### config.mk
export PLATFORM = sky130hd
export DESIGN_NAME = dual_pump_soft_start_sequencer
export DESIGN_NICKNAME = d
export VERILOG_FILES = /design/src/design/dpss_pkg.sv /design/src/design/dpss_ctrl.sv /design/src/design/dpss_dp.sv /design/src/design/dual_pump_soft_start_sequencer.sv
export SDC_FILE = /design/constraint.sdc
export NUM_CORES = 1
export LEC_CHECK = 0
export BUFFER_PORTS_ARGS = -buffer_cell sky130_fd_sc_hd__buf_2
export CORE_MARGIN = 8
export CORE_UTILIZATION = 40
export DETAILED_ROUTE_END_ITERATION = 10
export PLACE_DENSITY_LB_ADDON = 0.15
export SKIP_LAST_GASP = 1
export SLEW_MARGIN = 40
export SYNTH_ARGS = -nofsm -noshare
export SYNTH_HDL_FRONTEND = slang
export SYNTH_SLANG_ARGS = --single-unit
### constraint.sdc
create_clock -name clk -period 7.75 [get_ports clk]
set_clock_uncertainty 0.1 [all_clocks]
set_input_delay 0.775 -clock clk [delete_from_list [all_inputs] [get_ports clk]]
set_output_delay 0.775 -clock clk [all_outputs]
set_load 0.02 [all_outputs]
### src/design/dpss_pkg.sv
`default_nettype none
package dpss_pkg;

	localparam int KICK_PHASES_DEF = 4;

	localparam int NORMAL_KICK_MS  = 23;
	localparam int SUP_KICK_MS     = 256;
	localparam int SWITCH_PAUSE_MS = 1000;

	localparam int IN_W      = 176;
	localparam int OUT_W     = 40;
	localparam int CFG_IDX_W = 3;

	localparam logic [1:0] OP_TICK  = 2'd0;
	localparam logic [1:0] OP_START = 2'd1;
	localparam logic [1:0] OP_PAUSE = 2'd2;

	localparam logic [1:0] STAT_STOPPED  = 2'd0;
	localparam logic [1:0] STAT_RUNNING  = 2'd1;
	localparam logic [1:0] STAT_REJECTED = 2'd2;

	localparam logic [CFG_IDX_W-1:0] CFG_SWITCH_PA  = 3'd0;
	localparam logic [CFG_IDX_W-1:0] CFG_MAX_TARGET = 3'd1;
	localparam logic [CFG_IDX_W-1:0] CFG_START_DUTY = 3'd2;
	localparam logic [CFG_IDX_W-1:0] CFG_FULL_DUTY  = 3'd3;
	localparam logic [CFG_IDX_W-1:0] CFG_RAFT_MODE  = 3'd4;
	localparam logic [CFG_IDX_W-1:0] CFG_MAX_MODE   = 3'd5;

	// pump sequence state
	typedef enum logic [7:0] {
		ST_IDLE        = 8'b0000_0001,
		ST_HIGH_KICK   = 8'b0000_0010,
		ST_HIGH_RUN    = 8'b0000_0100,
		ST_LOW_KICK    = 8'b0000_1000,
		ST_LOW_RUN     = 8'b0001_0000,
		ST_SWITCH_WAIT = 8'b0010_0000,
		ST_SUP_KICK    = 8'b0100_0000,
		ST_SUP_RUN     = 8'b1000_0000
	} ctl_state_t;

	// request sequencer state
	typedef enum logic [4:0] {
		SQ_IDLE = 5'b00001,
		SQ_CMD  = 5'b00010,
		SQ_STEP = 5'b00100,
		SQ_KICK = 5'b01000,
		SQ_DONE = 5'b10000
	} seq_state_t;

	typedef struct packed {
		logic capture;
		logic run_cmd;
		logic run_step;
		logic run_kick;
		logic load_out;
	} dp_cmd_t;

	typedef struct packed {
		logic to_step;
		logic need_kick;
		logic kick_done;
	} dp_stat_t;

endpackage
`default_nettype wire

### src/design/dpss_ctrl.sv
`default_nettype none
module dpss_ctrl
	import dpss_pkg::*;
(
	input  wire logic     clk,
	input  wire logic     arst_n,
	input  wire logic     s_tvalid,
	output logic          s_tready,
	output logic          m_tvalid,
	input  wire logic     m_tready,
	output dp_cmd_t       cmd,
	input  wire dp_stat_t stat
);

	seq_state_t state_q, state_d;
	logic       out_valid_q;

	always_comb begin
		cmd     = '0;
		state_d = state_q;
		case (state_q)
			SQ_IDLE: begin
				if (s_tvalid) begin
					cmd.capture = 1'b1;
					state_d     = SQ_CMD;
				end
			end
			SQ_CMD: begin
				cmd.run_cmd = 1'b1;
				state_d     = stat.to_step ? SQ_STEP : SQ_DONE;
			end
			SQ_STEP: begin
				cmd.run_step = 1'b1;
				state_d      = stat.need_kick ? SQ_KICK : SQ_DONE;
			end
			SQ_KICK: begin
				// one kick phase per cycle until caught up
				cmd.run_kick = 1'b1;
				if (stat.kick_done) state_d = SQ_DONE;
			end
			SQ_DONE: begin
				if (!out_valid_q || m_tready) begin
					cmd.load_out = 1'b1;
					state_d      = SQ_IDLE;
				end
			end
			default: state_d = SQ_IDLE;
		endcase
	end

	always_ff @(posedge clk or negedge arst_n) begin
		if (!arst_n) begin
			state_q     <= SQ_IDLE;
			out_valid_q <= 1'b0;
		end else begin
			state_q <= state_d;
			if (cmd.load_out) out_valid_q <= 1'b1;
			else if (m_tready) out_valid_q <= 1'b0;
		end
	end

	assign s_tready = (state_q == SQ_IDLE);
	assign m_tvalid = out_valid_q;

endmodule
`default_nettype wire

### src/design/dpss_dp.sv
`default_nettype none
module dpss_dp
	import dpss_pkg::*;
#(
	parameter int KICK_PHASES = KICK_PHASES_DEF
) (
	input  wire logic                 clk,
	input  wire logic                 arst_n,
	input  wire dp_cmd_t              cmd,
	output dp_stat_t                  stat,
	input  wire logic [IN_W-1:0]      s_tdata,
	input  wire logic [1:0]           s_tuser,
	input  wire logic                 cfg_valid,
	input  wire logic [CFG_IDX_W-1:0] cfg_index,
	input  wire logic [31:0]          cfg_data,
	output logic [OUT_W-1:0]          m_tdata
);

	localparam int PHASE_W   = $clog2(KICK_PHASES);
	localparam int NORM_BASE = NORMAL_KICK_MS / KICK_PHASES;
	localparam int NORM_REM  = NORMAL_KICK_MS % KICK_PHASES;
	localparam int SUP_BASE  = SUP_KICK_MS / KICK_PHASES;
	localparam int SUP_REM   = SUP_KICK_MS % KICK_PHASES;
	localparam logic [PHASE_W-1:0] PH_LAST = PHASE_W'(KICK_PHASES - 1);

	function automatic logic [31:0] phase_len(input logic sup, input logic [PHASE_W-1:0] ph);
		logic [31:0]        base;
		logic [PHASE_W-1:0] rem;
		base = sup ? 32'(SUP_BASE) : 32'(NORM_BASE);
		rem  = sup ? PHASE_W'(SUP_REM) : PHASE_W'(NORM_REM);
		return base + {31'd0, (ph < rem)};
	endfunction

	// configuration
	logic [31:0] sw_pa_q, max_tgt_q;
	logic [15:0] start_duty_q, full_duty_q;
	logic [7:0]  raft_code_q, max_mode_q;

	// captured request
	logic [1:0]  op_q;
	logic [31:0] now_q, total_q, gauge_q, tare_q, target_q;
	logic        allowed_q, tare_ok_q;
	logic [7:0]  mode_q;

	// sequence state
	ctl_state_t         st_q, st_d;
	logic [PHASE_W-1:0] ph_q, ph_d;
	logic [31:0]        dl_q, dl_d, tgt_q, tgt_d;
	logic [7:0]         md_q, md_d;
	logic               run_q, run_d;
	logic [15:0]        low_q, low_d, high_q, high_d;
	logic               rej_q, rej_d;

	// result register
	logic [15:0] out_low_q, out_high_q;
	logic        out_run_q;
	logic [1:0]  out_stat_q;

	logic [31:0]        diff;
	logic               due, raft, reached, start_ok;
	logic               kick_high, kick_sup;
	logic [PHASE_W-1:0] ph_nx;
	logic [15:0]        kick_duty;
	logic               halt_c, bk;
	ctl_state_t         bk_st;
	logic               bk_high, bk_sup;

	assign diff      = now_q - dl_q;
	assign due       = !diff[31];
	assign raft      = (md_q == raft_code_q);
	assign reached   = (total_q >= tgt_q);
	assign start_ok  = allowed_q && (target_q != 32'd0) && (target_q <= max_tgt_q) &&
	                   (mode_q <= max_mode_q) && tare_ok_q;
	assign kick_high = (st_q != ST_LOW_KICK);
	assign kick_sup  = (st_q == ST_SUP_KICK);
	assign ph_nx     = ph_q + PHASE_W'(1);
	assign kick_duty = (ph_nx != PH_LAST) ? start_duty_q : 16'd0;

	assign stat.to_step   = (op_q == OP_TICK) || ((op_q == OP_START) && start_ok);
	assign stat.need_kick = allowed_q && run_q && !reached &&
	                        ((raft && (st_q == ST_LOW_KICK || st_q == ST_SUP_KICK)) ||
	                         (!raft && st_q == ST_HIGH_KICK));
	assign stat.kick_done = !due || (ph_q == PH_LAST);

	always_comb begin
		st_d    = st_q;
		ph_d    = ph_q;
		dl_d    = dl_q;
		tgt_d   = tgt_q;
		md_d    = md_q;
		run_d   = run_q;
		low_d   = low_q;
		high_d  = high_q;
		rej_d   = rej_q;
		halt_c  = 1'b0;
		bk      = 1'b0;
		bk_st   = ST_HIGH_KICK;
		bk_high = 1'b1;
		bk_sup  = 1'b0;

		if (cmd.run_cmd) begin
			rej_d = 1'b0;
			case (op_q)
				OP_START: begin
					if (!allowed_q) begin
						run_d  = 1'b0;
						halt_c = 1'b1;
					end
					if (start_ok) begin
						tgt_d  = target_q + tare_q;
						md_d   = mode_q;
						run_d  = 1'b1;
						halt_c = 1'b1;
					end else begin
						rej_d = 1'b1;
					end
				end
				OP_PAUSE: begin
					run_d  = 1'b0;
					halt_c = 1'b1;
				end
				default: ;
			endcase
		end

		if (cmd.run_step) begin
			if (!allowed_q || !run_q || reached) begin
				run_d  = 1'b0;
				halt_c = 1'b1;
			end else if (raft) begin
				case (st_q)
					ST_IDLE: begin
						bk = 1'b1;
						if (gauge_q <= sw_pa_q) begin
							bk_st   = ST_LOW_KICK;
							bk_high = 1'b0;
						end else begin
							bk_st  = ST_SUP_KICK;
							bk_sup = 1'b1;
						end
					end
					ST_LOW_KICK, ST_SUP_KICK: ;
					ST_LOW_RUN: begin
						if (gauge_q > sw_pa_q) begin
							low_d  = 16'd0;
							high_d = 16'd0;
							st_d   = ST_SWITCH_WAIT;
							dl_d   = now_q + 32'(SWITCH_PAUSE_MS);
						end else begin
							low_d  = full_duty_q;
							high_d = 16'd0;
						end
					end
					ST_SWITCH_WAIT: begin
						low_d  = 16'd0;
						high_d = 16'd0;
						if (due) begin
							bk     = 1'b1;
							bk_st  = ST_SUP_KICK;
							bk_sup = 1'b1;
						end
					end
					ST_SUP_RUN: begin
						low_d  = 16'd0;
						high_d = full_duty_q;
					end
					default: halt_c = 1'b1;
				endcase
			end else begin
				case (st_q)
					ST_IDLE:      bk = 1'b1;
					ST_HIGH_KICK: ;
					ST_HIGH_RUN: begin
						low_d  = 16'd0;
						high_d = full_duty_q;
					end
					default: halt_c = 1'b1;
				endcase
			end
		end

		if (cmd.run_kick && due) begin
			if (ph_q != PH_LAST) begin
				ph_d   = ph_nx;
				dl_d   = dl_q + phase_len(kick_sup, ph_nx);
				low_d  = kick_high ? 16'd0 : kick_duty;
				high_d = kick_high ? kick_duty : 16'd0;
			end else begin
				low_d  = kick_high ? 16'd0 : full_duty_q;
				high_d = kick_high ? full_duty_q : 16'd0;
				st_d   = kick_sup ? ST_SUP_RUN : (kick_high ? ST_HIGH_RUN : ST_LOW_RUN);
			end
		end

		// first phase always drives start duty (at least two phases)
		if (bk) begin
			st_d   = bk_st;
			ph_d   = '0;
			dl_d   = now_q + phase_len(bk_sup, '0);
			low_d  = bk_high ? 16'd0 : start_duty_q;
			high_d = bk_high ? start_duty_q : 16'd0;
		end

		if (halt_c) begin
			st_d   = ST_IDLE;
			ph_d   = '0;
			dl_d   = 32'd0;
			low_d  = 16'd0;
			high_d = 16'd0;
		end
	end

	always_ff @(posedge clk or negedge arst_n) begin
		if (!arst_n) begin
			sw_pa_q      <= 32'd0;
			max_tgt_q    <= 32'd0;
			start_duty_q <= 16'd0;
			full_duty_q  <= 16'hFFFF;
			raft_code_q  <= 8'd0;
			max_mode_q   <= 8'd1;
			st_q         <= ST_IDLE;
			ph_q         <= '0;
			dl_q         <= 32'd0;
			tgt_q        <= 32'd0;
			md_q         <= 8'd0;
			run_q        <= 1'b0;
			low_q        <= 16'd0;
			high_q       <= 16'd0;
		end else begin
			if (cfg_valid) begin
				case (cfg_index)
					CFG_SWITCH_PA:  sw_pa_q      <= cfg_data;
					CFG_MAX_TARGET: max_tgt_q    <= cfg_data;
					CFG_START_DUTY: start_duty_q <= cfg_data[15:0];
					CFG_FULL_DUTY:  full_duty_q  <= cfg_data[15:0];
					CFG_RAFT_MODE:  raft_code_q  <= cfg_data[7:0];
					CFG_MAX_MODE:   max_mode_q   <= cfg_data[7:0];
					default: ;
				endcase
			end
			st_q   <= st_d;
			ph_q   <= ph_d;
			dl_q   <= dl_d;
			tgt_q  <= tgt_d;
			md_q   <= md_d;
			run_q  <= run_d;
			low_q  <= low_d;
			high_q <= high_d;
		end
	end

	always_ff @(posedge clk) begin
		rej_q <= rej_d;
		if (cmd.capture) begin
			op_q      <= s_tuser;
			now_q     <= s_tdata[31:0];
			total_q   <= s_tdata[63:32];
			gauge_q   <= s_tdata[95:64];
			allowed_q <= s_tdata[96];
			tare_ok_q <= s_tdata[97];
			tare_q    <= s_tdata[129:98];
			target_q  <= s_tdata[161:130];
			mode_q    <= s_tdata[169:162];
		end
		if (cmd.load_out) begin
			out_low_q  <= low_q;
			out_high_q <= high_q;
			out_run_q  <= run_q;
			out_stat_q <= rej_q ? STAT_REJECTED : (run_q ? STAT_RUNNING : STAT_STOPPED);
		end
	end

	assign m_tdata = {5'd0, out_stat_q, out_run_q, out_high_q, out_low_q};

endmodule
`default_nettype wire

### src/design/dual_pump_soft_start_sequencer.sv
`default_nettype none
// Soft-start sequencer for a low-pressure and a high-pressure pump.
// Input stream (s_*): one request per item; s_tuser carries the opcode
// (tick, start, pause). Output stream (m_*): exactly one result per request
// with both pump duties, the running flag and a command status.
// Configuration: cfg_valid/cfg_index/cfg_data, always ready; write only while
// no request is in flight.
// Timing: one request at a time. A request for pause, reject or ignored opcode
// passes capture, command and result load; a control step outside a kick adds
// the step state. A step during a kick adds the kick iteration of the datapath,
// one phase per cycle while the next phase is due, advancing up to
// KICK_PHASES - 1 phases. s_tready rises again the cycle after the result is
// registered.
// Stall: the finished result sits in the output register; the next request is
// accepted and processed, and waits only for that register to free up.
// Reset: asynchronous, active low; configuration returns to its defaults, the
// sequence goes idle with both duties zero and pumping disabled.
module dual_pump_soft_start_sequencer
	import dpss_pkg::*;
#(
	parameter int KICK_PHASES = KICK_PHASES_DEF
) (
	input  wire logic                 clk,
	input  wire logic                 arst_n,
	input  wire logic                 s_tvalid,
	output logic                      s_tready,
	// now_ms, total_pressure_pa, gauge_pressure_pa, motor_allowed, tare_ready,
	// tare_pa, start target, mode, zero fill
	input  wire logic [IN_W-1:0]      s_tdata,
	// opcode
	input  wire logic [1:0]           s_tuser,
	output logic                      m_tvalid,
	input  wire logic                 m_tready,
	// low_pump_duty, high_pump_duty, pump_running, command_status, zero fill
	output logic [OUT_W-1:0]          m_tdata,
	input  wire logic                 cfg_valid,
	output logic                      cfg_ready,
	input  wire logic [CFG_IDX_W-1:0] cfg_index,
	input  wire logic [31:0]          cfg_data
);

	dp_cmd_t  cmd;
	dp_stat_t stat;

	assign cfg_ready = 1'b1;

	dpss_ctrl u_ctrl (
		.clk      (clk),
		.arst_n   (arst_n),
		.s_tvalid (s_tvalid),
		.s_tready (s_tready),
		.m_tvalid (m_tvalid),
		.m_tready (m_tready),
		.cmd      (cmd),
		.stat     (stat)
	);

	dpss_dp #(
		.KICK_PHASES(KICK_PHASES)
	) u_dp (
		.clk       (clk),
		.arst_n    (arst_n),
		.cmd       (cmd),
		.stat      (stat),
		.s_tdata   (s_tdata),
		.s_tuser   (s_tuser),
		.cfg_valid (cfg_valid),
		.cfg_index (cfg_index),
		.cfg_data  (cfg_data),
		.m_tdata   (m_tdata)
	);

	// one request in flight at a time
	a_one_at_a_time: assert property (@(posedge clk) disable iff (!arst_n)
		s_tvalid && s_tready |=> !s_tready)
		else $error("request accepted while another is in flight");

	// the two pumps are never driven together
	a_one_pump: assert property (@(posedge clk) disable iff (!arst_n)
		m_tvalid |-> !((m_tdata[15:0] != 16'd0) && (m_tdata[31:16] != 16'd0)))
		else $error("both pumps driven");

	// stopped means both duties are zero
	a_stop_quiet: assert property (@(posedge clk) disable iff (!arst_n)
		m_tvalid && !m_tdata[32] |-> (m_tdata[31:0] == 32'd0))
		else $error("pump driven while not running");

	a_status_code: assert property (@(posedge clk) disable iff (!arst_n)
		m_tvalid |-> (m_tdata[34:33] <= STAT_REJECTED))
		else $error("illegal command status");

endmodule
`default_nettype wire
# Word level (Yosys, flattened, before mapping)
# Index checks and enable logic that the tools add are counted.
# word_totals
reg_bits	441
input_bits	218
word_cells	230
# op_classes
n_addsub	8
order_cmp	7
eq_ne	31
n_mux	107
n_reduce_logical	47
# op_table
operator	n
2-to-1 mux 16 bit	24
2-to-1 mux 32 bit	9
2-to-1 mux 8 bit	13
adder 32 bit	3
adder 32 x 1 -> 32 bit	2
<= comparator 32 bit	2
one-hot mux 16 bit (2 select lines)	2
2-to-1 mux 1 bit	37
adder 32 x 10 -> 32 bit (second input constant)	1
greater-or-equal comparator 32 bit	1
greater-than comparator 32 bit	1
nonzero test 32 bit	1
subtractor 32 bit	1
2-to-1 mux 5 bit	6
2-to-1 mux 7 bit	4
one-hot mux 5 bit (5 select lines)	1
one-hot mux 8 bit (2 select lines)	1
AND reduction 2 bit	7
2-to-1 mux 2 bit	6
inequality test 6 bit (second input constant)	2
logical AND 1 bit	11
equality test 8 x 1 -> 1 bit (second input constant)	1
equality test 8 x 2 -> 1 bit (second input constant)	1
equality test 8 x 3 -> 1 bit (second input constant)	1
38 further kinds	62

# Depth between registers and ports, before layout
# logic_depth
depth_word	14
depth_mapped	20

# Cells and area by module
# A second synthesis with hierarchy kept.
# unflattened
cells_unflattened	2109
hier_area_um2	23432.5
# by_module_without_submodules
module	n_inst	cells_each	area_per_inst_um2	seq_area_each_um2
dpss_dp	1	2064	23042.1	11949.0
dpss_ctrl	1	43	379.1	151.4
dual_pump_soft_start_sequencer	1	2	11.3	0.0

# Worst setup path before layout
# Ideal clock, no wire load.
# synth_timing
path_type	flip-flop to flip-flop
startpoint	register u_ctrl.state_q[2]
endpoint	register u_dp.allowed_q (enable)
t_arrival_ns	5.431
required_time_ns	7.098
setup_slack_ns	1.667
stages_incl_launch_ff	4
n_path_buf	0
synth_period_minus_slack_ns	6.083
path_cell_list	dfrtp_1 > nor2_1 > nor4bb_1 > and2_1
# synth_lines
element	line_no	text
start, declared	dpss_ctrl.sv:15	seq_state_t state_q, state_d;
start signal, assigned	dpss_ctrl.sv:56	state_q <= state_d;
end signal, assigned	dpss_dp.sv:259	allowed_q <= s_tdata[96];
end, declared	dpss_dp.sv:42	logic allowed_q, tare_ok_q;

# Worst setup path in the final report
# layout_timing
startpoint	register u_dp.dl_q[27]
endpoint	register u_dp.dl_q[22]
# layout_between
elab_chain_len	12
word_cells_on_any_way	20
# layout_lines
element	line_no	text
start, declared	dpss_dp.sv:48	logic [31:0] dl_q, dl_d, tgt_q, tgt_d;
start signal, assigned	dpss_dp.sv:243	dl_q <= dl_d;
subtractor 32 bit *	dpss_dp.sv:68	assign diff = now_q - dl_q;
2-to-1 mux 1 bit	dpss_dp.sv:157	if (due) begin
one-hot mux 1 bit (2 select lines)	dpss_dp.sv:131	case (st_q)
2-to-1 mux 1 bit	dpss_dp.sv:130	end else if (raft) begin
2-to-1 mux 1 bit	dpss_dp.sv:127	if (!allowed_q || !run_q || reached) begin
2-to-1 mux 1 bit	dpss_dp.sv:126	if (cmd.run_step) begin
2-to-1 mux 2 bit	dpss_dp.sv:30	rem = sup ? PHASE_W'(SUP_REM) : PHASE_W'(NORM_REM);
less-than comparator 1 x 2 -> 1 bit	dpss_dp.sv:31	return base + {31'd0, (ph < rem)};
adder 32 x 1 -> 32 bit	dpss_dp.sv:31	
adder 32 bit	dpss_dp.sv:199	dl_d = now_q + phase_len(bk_sup, '0);
2-to-1 mux 32 bit *	dpss_dp.sv:196	if (bk) begin
2-to-1 mux 32 bit *	dpss_dp.sv:204	if (halt_c) begin
named net u_dp.dl_d[22]	dpss_dp.sv:48	
# The timed path passes the listed nets; every way through them passes the cells marked *.
# A chain may end at the register's enable or synchronous reset.

==> summary.md <==
| Metric | Value |
|---|---|
| Synth top cells by count | 214 x dfrtp_1, 208 x edfxtp_1, 204 x nand2_1 |
| Row count | 87 |
| Chip width | 255 µm |
| Power density over the cells | 280 nW/µm² |
| Root Driver | clkbuf_16 |
| Total grt overflow | 0 |
| VDD IR max | 0.180 mV |
| Critical path origin | u_dp.dl_q[27] |
| Post-synth ARST share | 0.528 |
| Total wire length | 63200 µm |
| First-pass GRT wire length | 97700 µm |
| Core box area | 56500 µm² |
| Slew Limit Fails | 0 |
| H-tree depth | 2 |
| WP buf/inv | 1 |
| Die Y | 255 µm |
| Die area | 65000 µm² |
| Status | finished, final reports clean |
| CP Capture Type | flip-flop |
| Longest Clk Path Bufs | 3 |
| Number of CTS-inserted buffers | 51 |
| Initial antenna violation count | 8 |
| Final non-filler cell total | 3128 |
| Leak Pwr | 0.0112 µW |
| Type of origin of the critical path | flip-flop |
| Top cell type by total area after synthesis | edfxtp_1 |
| Synth top area cells | edfxtp_1 27%, dfrtp_1 23%, ha_1 9.7% |
| Crit path cell chain | inv_1 -> ha_1 -> nand4_1 -> nor4_1 -> a211oi_1 -> nand3_1 -> a2111o_1 -> nand2_1 -> o21ai_0 -> ha_1 -> a21o_1 -> a41oi_1 -> nor2_1 -> nand3_1 -> nor2_1 -> nand3_1 -> nor2_1 -> nand3_1 -> xor2_1 -> a211oi_1 |
| Worst-path clk slew | 60 ps |
| Setup Crit Path Kind | flip-flop to flip-flop |
| Seq/Total Area, Yosys | 0.529 |
| Syn Inst Count | 2065 |
| #FFs+latches synth | 441 |
| Post-synthesis cell area | 22900 µm² |
| Via Count | 16800 |
| HPWL after DPL | 47100 µm |
| Worst reg2reg endpoint | u_dp.dl_q[22] |
| Reg2Reg Setup Slack | 2220 ps |
| Critical Path Sink | u_dp.dl_q[22] |
| Drt drc | 0 |
| # port buffers | 248 |
| Post-synth top flop | dfrtp_1 |
| Average wire per standard cell | 20.2 µm |
| Final ANT Viol Nets | 0 |
| Avg Inst Size Synth | 11.1 µm² |
| Worst r2r src | u_dp.dl_q[27] |
| Pin count of the biggest net entering global routing | 137 |
| Min Tclk post-route | 5530 ps |
| Starting Density | 0.405 |
| Final Hold Vio Count | 0 |
| Layout cell share with drive strength beyond 1 | 0.202 |
| CTS tree | yes |
| Slew @ Worst Pin | 860 ps |
| Vias in the first global route | 17200 |
| Arrival time worst endpoint | 5930 ps |
| Post-CTS setup buffers | 0 |
| Total track usage | 0.193 |
| Rel. slew slack | 0.426 |
| CP max FO | 7 |
| Critical path data required time | 8150 ps |
| Most used cell, CP | nand3_1 |
| Final setup fails | 0 |
| TritonRoute pass-1 iters | 5 |
| Max-Cap Viols | 0 |
| F_max | 181 MHz |
| Critical path's top delay family | simple AND/OR/NAND/NOR gates |
| Crit path depth | 20 |
| GP Congestion | 0.876 |
| Fin crit share | 0.713 |
| TNS Setup | 0 ps |
| DP Cell Count | 3024 |
| Top Ports | 261 |
| Most common cell in the netlist | dfrtp_1 |
| 1st-iter DRT viols | 1004 |
| Max stage delay on crit path | 570 ps |
| EDFF count, synth | 208 |
| RSZ-0062 raised after global routing | no |
| Via-per-instance ratio | 5.36 |
| Setup WS post-layout | 2220 ps |
| Nets | 2723 |
| CP max stage cell | nor4_1 |
| Post-synth top area share | 0.273 |
| Pre-CTS setup slack | 2180 ps |
| Area grow syn2layout | 17.9% |
| R2R depth | 20 |
| Latest clock arrival within the worst-skew pair | 610 ps |
| Worst Hold Class | input port to flip-flop |
| Post-synth cell types | 90 |
| Sink Count | 441 |
| Synth Warn # | 0 |
[power breakdown]
part	switching [µW]	internal [µW]	leakage (µW)	total, µW
Combinational	1030	725	0.00535	1760
Sequential	292	2940	0.00495	3240
Clock	992	1570	0.000889	2560
[worst register-to-register path: stages, from the launching register on]
cell      delay, ps
dfrtp_1         460
inv_1           100
ha_1            290
nand4_1         170
nor4_1          570
a211oi_1        150
nand3_1         290
a2111o_1        200
nand2_1         110
o21ai_0         530
ha_1            300
a21o_1          180
a41oi_1         170
nor2_1          230
nand3_1         170
nor2_1          300
nand3_1         230
nor2_1          320
nand3_1         130
xor2_1          160
a211oi_1        250
[cell type report]
class                           instances  area [µm²]
Tap cell                              756         946
Inverter                              161         604
Timing Repair Buffer                  280        1580
Antenna cell                            5        12.5
Multi-Input combinational cell       1390        9890
Sequential cell                       441       12100
Fill cell                            5171       29600
Clock buffer                           71        1480
Clock inverter                         24         334
[sequential cells by signal, indices dropped and copies added (netlist names), 16 cells and up]
| register | flops |
|---|---|
| u_dp.gauge_q | 32 |
| u_dp.start_duty_q | 16 |
| u_dp.high_q | 16 |
| u_dp.max_tgt_q | 32 |
| u_dp.low_q | 16 |
| u_dp.full_duty_q | 16 |
| u_dp.sw_pa_q | 32 |
| u_dp.target_q | 32 |
| u_dp.out_high_q | 16 |
| u_dp.tare_q | 32 |
| u_dp.now_q | 32 |
| u_dp.tgt_q | 32 |
| u_dp.dl_q | 32 |
| u_dp.total_q | 32 |
| u_dp.out_low_q | 16 |
[metal layers]
| layer | vias to the layer above | wire [µm] | global-route usage |
|---|---|---|---|
| li1 | 8099 | - | - |
| met3 | 98 | 3430 | 0.0405 |
| met2 | 432 | 30200 | 0.320 |
| met1 | 8124 | 28100 | 0.253 |
| met5 | - | 9 | 0 |
| met4 | 2 | 1470 | 0.0543 |
[how the worst min path moves through the flow]
stage | start | endpoint | slack (ps) | depth (start not counted)
2_1_floorplan | u_dp.low_q[3] | u_dp.out_low_q[3] | 320 | 0
3_3_place_gp | u_dp.low_q[15] | u_dp.out_low_q[15] | 330 | 0
3_5_place_dp | u_dp.low_q[5] | u_dp.out_low_q[5] | 330 | 0
4_1_cts | arst_n | u_dp.sw_pa_q[9] | 130 | 1
5_1_grt | s_tdata[110] | u_dp.tare_q[12] | 200 | 1
6_report | s_tdata[110] | u_dp.tare_q[12] | 240 | 1
[cell families after synthesis]
family | after synthesis | synth area share
simple gates | 559 | 0.122
buf+inv | 238 | 0.0416
xor+xnor | 88 | 0.0337
compound gates | 489 | 0.141
flops | 441 | 0.529
fa+ha+maj | 180 | 0.0992
mux | 68 | 0.0331
other cells | 2 | 0.000329
[stage by stage]
| stage | cell area, µm² | utilization | hold WS [ps] | total power [µW] |
|---|---|---|---|---|
| finish | 26900 | 0.477 | 241 | 7550 |
| CTS | 26800 | 0.475 | 128 | 7630 |
| floorplan | 22900 | - | 317 | 4460 |
| global placement | 25000 | 0.442 | 329 | 4940 |
| global route | 26900 | 0.477 | 197 | 8000 |
| detailed placement | 25000 | 0.443 | 326 | 5020 |
[placed cells by master (no fill, tap or decap), types with 55 or more instances in the layout]
cell type | Yosys | final
nor2_1 | 85 | 83
dfrtp_1 | 214 | 214
nand3_1 | 72 | 71
clkbuf_16 | 0 | 55
mux2_2 | 59 | 59
inv_1 | 160 | 160
buf_2 | 12 | 247
edfxtp_1 | 208 | 208
ha_1 | 178 | 178
o21ai_0 | 160 | 159
nand2_1 | 204 | 204
a21oi_1 | 96 | 95
[timing repair]
action                                 in CTS  in global routing
gates resized for setup                     0                  0
endpoints found under the hold margin       0                 22
hold buffers                                0                  1
Power figures use the tool's default switching activity.
